`config.mk`:
```
export PLATFORM = sky130hd
export DESIGN_NAME = sha256_stream_hasher
export DESIGN_NICKNAME = d
export VERILOG_FILES = /design/src/design/sha_pkg.sv /design/src/design/sha256_stream_hasher.sv
export SDC_FILE = /design/constraint.sdc
export NUM_CORES = 2
export LEC_CHECK = 0
export ABC_CLOCK_PERIOD_IN_PS = 10500
export BUFFER_PORTS_ARGS = -buffer_cell sky130_fd_sc_hd__buf_2
export CORE_ASPECT_RATIO = 1.4
export CORE_MARGIN = 8
export CORE_UTILIZATION = 45
export CTS_CLUSTER_DIAMETER = 200
export DETAILED_ROUTE_END_ITERATION = 6
export GPL_TIMING_DRIVEN = 0
export SLEW_MARGIN = 20
export SYNTH_ARGS = -nofsm -noshare
export SYNTH_HDL_FRONTEND = slang
export SYNTH_SLANG_ARGS = --single-unit
```
`constraint.sdc`:
```
create_clock -name clk -period 10.5 [get_ports clk]
set_clock_uncertainty 0.1 [all_clocks]
set_input_delay 0.525 -clock clk [delete_from_list [all_inputs] [get_ports clk]]
set_output_delay 0.525 -clock clk [all_outputs]
set_load 0.02 [all_outputs]
```
`src/design/sha_pkg.sv`:
```
// Types, constants and round functions for the SHA-256 stream hasher.
// No dependencies.
`default_nettype none

package sha_pkg;

  typedef logic [31:0] word_t;

  localparam int DIGEST_WORDS = 8;
  localparam int WIDX_W       = 3;
  localparam int BLK_WORDS    = 16;

  localparam logic [7:0] PAD_BYTE  = 8'h80;
  localparam logic [5:0] LEN_START = 6'd56;

  localparam word_t IV [0:DIGEST_WORDS-1] = '{
    32'h6a09e667, 32'hbb67ae85, 32'h3c6ef372, 32'ha54ff53a,
    32'h510e527f, 32'h9b05688c, 32'h1f83d9ab, 32'h5be0cd19
  };

  function automatic word_t rotr(input word_t v, input int s);
    rotr = (v >> s) | (v << (32 - s));
  endfunction

  function automatic word_t bsig0(input word_t x);
    bsig0 = rotr(x, 2) ^ rotr(x, 13) ^ rotr(x, 22);
  endfunction

  function automatic word_t bsig1(input word_t x);
    bsig1 = rotr(x, 6) ^ rotr(x, 11) ^ rotr(x, 25);
  endfunction

  function automatic word_t ssig0(input word_t x);
    ssig0 = rotr(x, 7) ^ rotr(x, 18) ^ (x >> 3);
  endfunction

  function automatic word_t ssig1(input word_t x);
    ssig1 = rotr(x, 17) ^ rotr(x, 19) ^ (x >> 10);
  endfunction

  function automatic word_t ch_f(input word_t x, input word_t y, input word_t z);
    ch_f = (x & y) ^ (~x & z);
  endfunction

  function automatic word_t maj_f(input word_t x, input word_t y, input word_t z);
    maj_f = (x & y) ^ (x & z) ^ (y & z);
  endfunction

  function automatic word_t round_k(input logic [5:0] idx);
    unique case (idx)
      6'd0:  round_k = 32'h428a2f98;  6'd1:  round_k = 32'h71374491;
      6'd2:  round_k = 32'hb5c0fbcf;  6'd3:  round_k = 32'he9b5dba5;
      6'd4:  round_k = 32'h3956c25b;  6'd5:  round_k = 32'h59f111f1;
      6'd6:  round_k = 32'h923f82a4;  6'd7:  round_k = 32'hab1c5ed5;
      6'd8:  round_k = 32'hd807aa98;  6'd9:  round_k = 32'h12835b01;
      6'd10: round_k = 32'h243185be;  6'd11: round_k = 32'h550c7dc3;
      6'd12: round_k = 32'h72be5d74;  6'd13: round_k = 32'h80deb1fe;
      6'd14: round_k = 32'h9bdc06a7;  6'd15: round_k = 32'hc19bf174;
      6'd16: round_k = 32'he49b69c1;  6'd17: round_k = 32'hefbe4786;
      6'd18: round_k = 32'h0fc19dc6;  6'd19: round_k = 32'h240ca1cc;
      6'd20: round_k = 32'h2de92c6f;  6'd21: round_k = 32'h4a7484aa;
      6'd22: round_k = 32'h5cb0a9dc;  6'd23: round_k = 32'h76f988da;
      6'd24: round_k = 32'h983e5152;  6'd25: round_k = 32'ha831c66d;
      6'd26: round_k = 32'hb00327c8;  6'd27: round_k = 32'hbf597fc7;
      6'd28: round_k = 32'hc6e00bf3;  6'd29: round_k = 32'hd5a79147;
      6'd30: round_k = 32'h06ca6351;  6'd31: round_k = 32'h14292967;
      6'd32: round_k = 32'h27b70a85;  6'd33: round_k = 32'h2e1b2138;
      6'd34: round_k = 32'h4d2c6dfc;  6'd35: round_k = 32'h53380d13;
      6'd36: round_k = 32'h650a7354;  6'd37: round_k = 32'h766a0abb;
      6'd38: round_k = 32'h81c2c92e;  6'd39: round_k = 32'h92722c85;
      6'd40: round_k = 32'ha2bfe8a1;  6'd41: round_k = 32'ha81a664b;
      6'd42: round_k = 32'hc24b8b70;  6'd43: round_k = 32'hc76c51a3;
      6'd44: round_k = 32'hd192e819;  6'd45: round_k = 32'hd6990624;
      6'd46: round_k = 32'hf40e3585;  6'd47: round_k = 32'h106aa070;
      6'd48: round_k = 32'h19a4c116;  6'd49: round_k = 32'h1e376c08;
      6'd50: round_k = 32'h2748774c;  6'd51: round_k = 32'h34b0bcb5;
      6'd52: round_k = 32'h391c0cb3;  6'd53: round_k = 32'h4ed8aa4a;
      6'd54: round_k = 32'h5b9cca4f;  6'd55: round_k = 32'h682e6ff3;
      6'd56: round_k = 32'h748f82ee;  6'd57: round_k = 32'h78a5636f;
      6'd58: round_k = 32'h84c87814;  6'd59: round_k = 32'h8cc70208;
      6'd60: round_k = 32'h90befffa;  6'd61: round_k = 32'ha4506ceb;
      6'd62: round_k = 32'hbef9a3f7;  6'd63: round_k = 32'hc67178f2;
      default: round_k = 32'h0;
    endcase
  endfunction

endpackage

`default_nettype wire

```
`src/design/sha256_stream_hasher.sv`:
```
// SHA-256 stream hasher top level: byte absorb, padding, round sequencer, digest out.
// Depends on sha_pkg.
//
//   channel | ports          | tdata          | tuser        | tlast
//   input   | in_tvalid/rdy  | data_byte[7:0] | mode         | -
//   output  | out_tvalid/rdy | digest_word    | word_index   | last_word
//
// A data byte is stored in the block buffer; the byte that fills a block starts 64 rounds
// in the shared round unit, followed by the chaining add.
// A finish runs the rounds and chaining add on the pad block, and again on a second
// block when the pad spills, then eight output requests follow.
// Reset is synchronous; chaining words load the initial hash values at once.
// in_tready is low while rounds run and while the digest is being sent.
`default_nettype none

module sha256_stream_hasher (
  input  wire logic        clk,
  input  wire logic        rst_n,
  input  wire logic        in_tvalid,
  output logic             in_tready,
  input  wire logic [7:0]  in_tdata,   // [7:0] data_byte
  input  wire logic        in_tuser,   // [0] mode
  output logic             out_tvalid,
  input  wire logic        out_tready,
  output sha_pkg::word_t   out_tdata,  // [31:0] digest_word
  output logic [sha_pkg::WIDX_W-1:0] out_tuser, // [2:0] word_index
  output logic             out_tlast   // last_word
);
  import sha_pkg::*;

  localparam logic [1:0] ST_IDLE  = 2'd0;
  localparam logic [1:0] ST_ROUND = 2'd1;
  localparam logic [1:0] ST_ADD   = 2'd2;
  localparam logic [1:0] ST_OUT   = 2'd3;

  logic [1:0]  state_r, state_nxt;
  logic [5:0]  fill_r, fill_nxt;
  logic [60:0] msg_r, msg_nxt;
  logic [5:0]  rnd_r, rnd_nxt;
  logic [WIDX_W-1:0] oidx_r, oidx_nxt;
  logic        fin_r, fin_nxt;
  logic        spill_r, spill_nxt;
  word_t       chain_r [0:DIGEST_WORDS-1];
  word_t       chain_nxt [0:DIGEST_WORDS-1];
  word_t       wk_r [0:DIGEST_WORDS-1];
  word_t       wk_nxt [0:DIGEST_WORDS-1];
  word_t       w_r [0:BLK_WORDS-1];
  word_t       w_nxt [0:BLK_WORDS-1];
  word_t       w_pad [0:BLK_WORDS-1];
  word_t       t1, t2, w_new;
  logic [63:0] bit_len;
  logic        in_acc, out_acc;

  assign in_tready  = (state_r == ST_IDLE);
  assign in_acc     = in_tvalid && in_tready;
  assign out_tvalid = (state_r == ST_OUT);
  assign out_acc    = out_tvalid && out_tready;
  assign out_tdata  = chain_r[oidx_r];
  assign out_tuser  = oidx_r;
  assign out_tlast  = (oidx_r == WIDX_W'(DIGEST_WORDS - 1));
  assign bit_len    = {msg_r, 3'b000};

  assign t1 = wk_r[7] + bsig1(wk_r[4]) + ch_f(wk_r[4], wk_r[5], wk_r[6])
            + round_k(rnd_r) + w_r[0];
  assign t2 = bsig0(wk_r[0]) + maj_f(wk_r[0], wk_r[1], wk_r[2]);
  assign w_new = w_r[0] + ssig0(w_r[1]) + w_r[9] + ssig1(w_r[14]);

  // pad block: 0x80 at the fill point, zeros after, length if it fits
  always_comb begin
    for (int j = 0; j < BLK_WORDS; j++) begin
      w_pad[j] = w_r[j];
      for (int l = 0; l < 4; l++) begin
        if (6'(4 * j + l) == fill_r) begin
          w_pad[j][31 - 8 * l -: 8] = PAD_BYTE;
        end else if (6'(4 * j + l) > fill_r) begin
          w_pad[j][31 - 8 * l -: 8] = 8'h00;
        end
      end
    end
    if (fill_r < LEN_START) begin
      w_pad[BLK_WORDS-2] = bit_len[63:32];
      w_pad[BLK_WORDS-1] = bit_len[31:0];
    end
  end

  always_comb begin
    state_nxt = state_r;
    fill_nxt  = fill_r;
    msg_nxt   = msg_r;
    rnd_nxt   = rnd_r;
    oidx_nxt  = oidx_r;
    fin_nxt   = fin_r;
    spill_nxt = spill_r;
    chain_nxt = chain_r;
    wk_nxt    = wk_r;
    w_nxt     = w_r;
    unique case (state_r)
      ST_IDLE: begin
        if (in_acc) begin
          if (in_tuser) begin
            w_nxt     = w_pad;
            wk_nxt    = chain_r;
            fin_nxt   = 1'b1;
            spill_nxt = (fill_r >= LEN_START);
            rnd_nxt   = '0;
            state_nxt = ST_ROUND;
          end else begin
            w_nxt[fill_r[5:2]][{~fill_r[1:0], 3'b000} +: 8] = in_tdata;
            fill_nxt = fill_r + 6'd1;
            msg_nxt  = msg_r + 61'd1;
            if (fill_r == 6'd63) begin
              wk_nxt    = chain_r;
              rnd_nxt   = '0;
              state_nxt = ST_ROUND;
            end
          end
        end
      end
      ST_ROUND: begin
        wk_nxt[0] = t1 + t2;
        wk_nxt[1] = wk_r[0];
        wk_nxt[2] = wk_r[1];
        wk_nxt[3] = wk_r[2];
        wk_nxt[4] = wk_r[3] + t1;
        wk_nxt[5] = wk_r[4];
        wk_nxt[6] = wk_r[5];
        wk_nxt[7] = wk_r[6];
        for (int j = 0; j < BLK_WORDS - 1; j++) begin
          w_nxt[j] = w_r[j + 1];
        end
        w_nxt[BLK_WORDS-1] = w_new;
        rnd_nxt = rnd_r + 6'd1;
        if (rnd_r == 6'd63) begin
          state_nxt = ST_ADD;
        end
      end
      ST_ADD: begin
        for (int j = 0; j < DIGEST_WORDS; j++) begin
          chain_nxt[j] = chain_r[j] + wk_r[j];
        end
        priority if (spill_r) begin
          for (int j = 0; j < BLK_WORDS; j++) begin
            w_nxt[j] = '0;
          end
          w_nxt[BLK_WORDS-2] = bit_len[63:32];
          w_nxt[BLK_WORDS-1] = bit_len[31:0];
          wk_nxt    = chain_nxt;
          spill_nxt = 1'b0;
          rnd_nxt   = '0;
          state_nxt = ST_ROUND;
        end else if (fin_r) begin
          oidx_nxt  = '0;
          state_nxt = ST_OUT;
        end else begin
          state_nxt = ST_IDLE;
        end
      end
      ST_OUT: begin
        if (out_acc) begin
          oidx_nxt = oidx_r + WIDX_W'(1);
          if (out_tlast) begin
            chain_nxt = IV;
            fill_nxt  = '0;
            msg_nxt   = '0;
            fin_nxt   = 1'b0;
            state_nxt = ST_IDLE;
          end
        end
      end
      default: state_nxt = ST_IDLE;
    endcase
  end

  always_ff @(posedge clk) begin
    if (!rst_n) begin
      state_r <= ST_IDLE;
      fill_r  <= '0;
      msg_r   <= '0;
      rnd_r   <= '0;
      oidx_r  <= '0;
      fin_r   <= 1'b0;
      spill_r <= 1'b0;
      chain_r <= IV;
    end else begin
      state_r <= state_nxt;
      fill_r  <= fill_nxt;
      msg_r   <= msg_nxt;
      rnd_r   <= rnd_nxt;
      oidx_r  <= oidx_nxt;
      fin_r   <= fin_nxt;
      spill_r <= spill_nxt;
      chain_r <= chain_nxt;
    end
  end

  always_ff @(posedge clk) begin
    wk_r <= wk_nxt;
    w_r  <= w_nxt;
  end

endmodule

`default_nettype wire

```
==> qor.yml <==
finalNetCount: 10289
critical_path_buf_inv_count: 7
grt_max_degree: 24
reg2reg_to: "wk_r[254]"
finalSetupViolCount: 2
clock_latency_ns: 0.87
h-tree-depth: 4
grt_pass1_wl_um: 665000
async_flop_share: 0
clock_sinks: 1136
dp_cells: 11972
layout_commonest_cell: "nand2_1"
totalWireLength_um: 498000
max-slew-margin-rel: 0.0552
die_width_um: 377
fillers: 17527
clkTransAtPathRegs_ns: 0.07
cts_buffers: 130
syn-num-nets: 10035
num_io_pins: 51
post-route-period-util: 1.00
syn_inst: 9424
violations: "design-rule violations, negative setup slack"
gp_congestion: 1.11
ys_types: 99
drc: 9
hp-start: "in_tdata[6]"
synth-edff-count: 768
antenna_found_initial: 52
cp-end-kind: "flop"
maxSlewViolCount: 0
crit_path_max_incr_delay_ns: 0.96
die_h_um: 522
area_delta_synth_final_pct: 11.4
rows: 185
synthFlopType: "edfxtp_1"
most-common-layout-cells: "1075 x nand2_1, 1011 x nor2_1, 852 x a21oi_1"
finalWorstSetupSlack_ns: -0.0510
grt_setup_unrepaired: "false"
dpl_cell_area_um2: 87100
status: "finished with violations"
core_region_area_um2: 181000
fin_area_um2: 91600
max_freq_mhz: 94.8
viasPerCell: 6.93
ant_nets: 0
grt.overflow.total: 0
hp-class: "in2reg"
final_core_util: 0.505
cts_buffer_depth: 3
first_global_vias: 80943
crit_type: "reg2reg"
path_max_fanout: 6
port_buffers: 49
start_kind: "flop"
critical_path_cell_count: 33
hpwl_um: 387000
rr_startpoint: "wk_r[106]"
cts_tree: "yes"
worstSetupEndpoint: "wk_r[254]"
crit_start: "wk_r[106]"
crit_family: "compound AO/OA/AOI/OAI gates"
drive_gt1_frac: 0.0722
first_iter_violations: 12969
cts_setup_buffers: 0
vias: 84968
cap_violations: 0
hold_violations: 0
crit_arrival_ns: 11.08
synth-seq-cells: 1136
fin_cells: 12269
yosysWarnings: 0
max_slew.worst_pin.slew_ns: 1.41
wl_per_cell_um: 40.6
cp_common_cell: "inv_1"
min_period_ns: 10.55
syn-mean-instance-area_um2: 8.73
die_area_um2: 197000
root_buffer: "clkbuf_16"
rrSetupSlack_ns: -0.05
track_usage: 0.487
r2r_cells: 33
synth_area_um2: 82200
yosysSeqAreaShare: 0.370
required_ns: 11.03
dr.pass1.iters: 7
critPathSlowestCell: "xnor2_1"
start_util: 0.453
==> tightest hold or removal path, delay by kind of cell <==
kind | cells | cell delay (ns)
buffers and inverters | 1 | 0.13
AOI/OAI and AO/OA | 1 | 0.08
and+or+nand+nor | 1 | 0.07
==> layer usage <==
| layer | global-route usage | wire length, um | part of all wire |
|---|---|---|---|
| met5 | 0.000993 | 108 | 0.00022 |
| met3 | 0.152 | 55400 | 0.11 |
| met2 | 0.759 | 218000 | 0.44 |
| met1 | 0.475 | 148000 | 0.30 |
| met4 | 0.570 | 75800 | 0.15 |
==> repair_timing <==
action / in CTS / in global routing
endpoints found under the hold margin: 4 / 0
endpoints found under the setup margin: 1 / 4
hold buffers: 4 / 0
gates resized for setup: 1 / 3
pin swaps: 0 / 0
==> cell families after synthesis <==
| kind of cell | Yosys count | synth area share |
|---|---|---|
| multiplexers | 133 | 0.0268 |
| flip-flops | 1136 | 0.370 |
| buffers and inverters | 1136 | 0.0523 |
| AO/OA/AOI/OAI | 2963 | 0.226 |
| XOR/XNOR | 630 | 0.0673 |
| AND/OR/NAND/NOR | 2821 | 0.148 |
| adder cells (fa/ha/maj) | 605 | 0.110 |
==> stage by stage <==
stage	hold WS [ns]	TNS, ns	setup slack, ns
after floorplan	0.356	0	2.63
after global placement	0.377	-126.65	-4.27
after detailed placement	0.394	0	0.00465
after CTS	0.00456	0	0.249
after global routing	0.0146	0	0.0292
final	0.0109	-0.0799	-0.0510
==> Yosys cell counts, types with 100 or more instances <==
library cell  instances  area [um2]
a221o_1             100        1000
o22ai_1             124         776
a21oi_1             854        4270
nor2b_1             108         676
edfxtp_1            768       23100
nand2_1            1075        4040
ha_1                403        5040
xor2_1              219        1920
dfxtp_1             368        7370
nand3_1             155         776
clkbuf_1            582        2180
a21o_1              187        1400
o21ai_0             817        4090
a31oi_1             102         638
nor3_1              118         591
inv_1               493        1850
nor2_1             1018        3820
xnor2_1             409        3580
a221oi_1            112         981
fa_1                195        3900
==> cell type report <==
type | instances | area (um2) | share of cell area
multi-input combinational | 7152 | 47800 | 0.522
antenna | 56 | 140 | 0.00153
buffer | 639 | 2620 | 0.0286
sequential | 1136 | 30400 | 0.332
tap | 2431 | 3040 | 0.0332
clock buffer | 172 | 3570 | 0.0389
clock inverter | 64 | 662 | 0.00723
inverter | 497 | 1870 | 0.0204
timing repair buffer | 122 | 1490 | 0.0163
==> worst min-delay path by stage <==
stage / end / slack [ns] / cells after the start
2_1_floorplan: chain_r[223] / 0.36 / 1
3_3_place_gp: chain_r[126] / 0.38 / 2
3_5_place_dp: msg_r[1] / 0.39 / 2
4_1_cts: flop / 0.005 / 3
5_1_grt: flop / 0.01 / 3
6_report: flop / 0.01 / 3
Power is not shown: default switching activity piles up to over one toggle a cycle in this logic, so the estimate is an artifact.
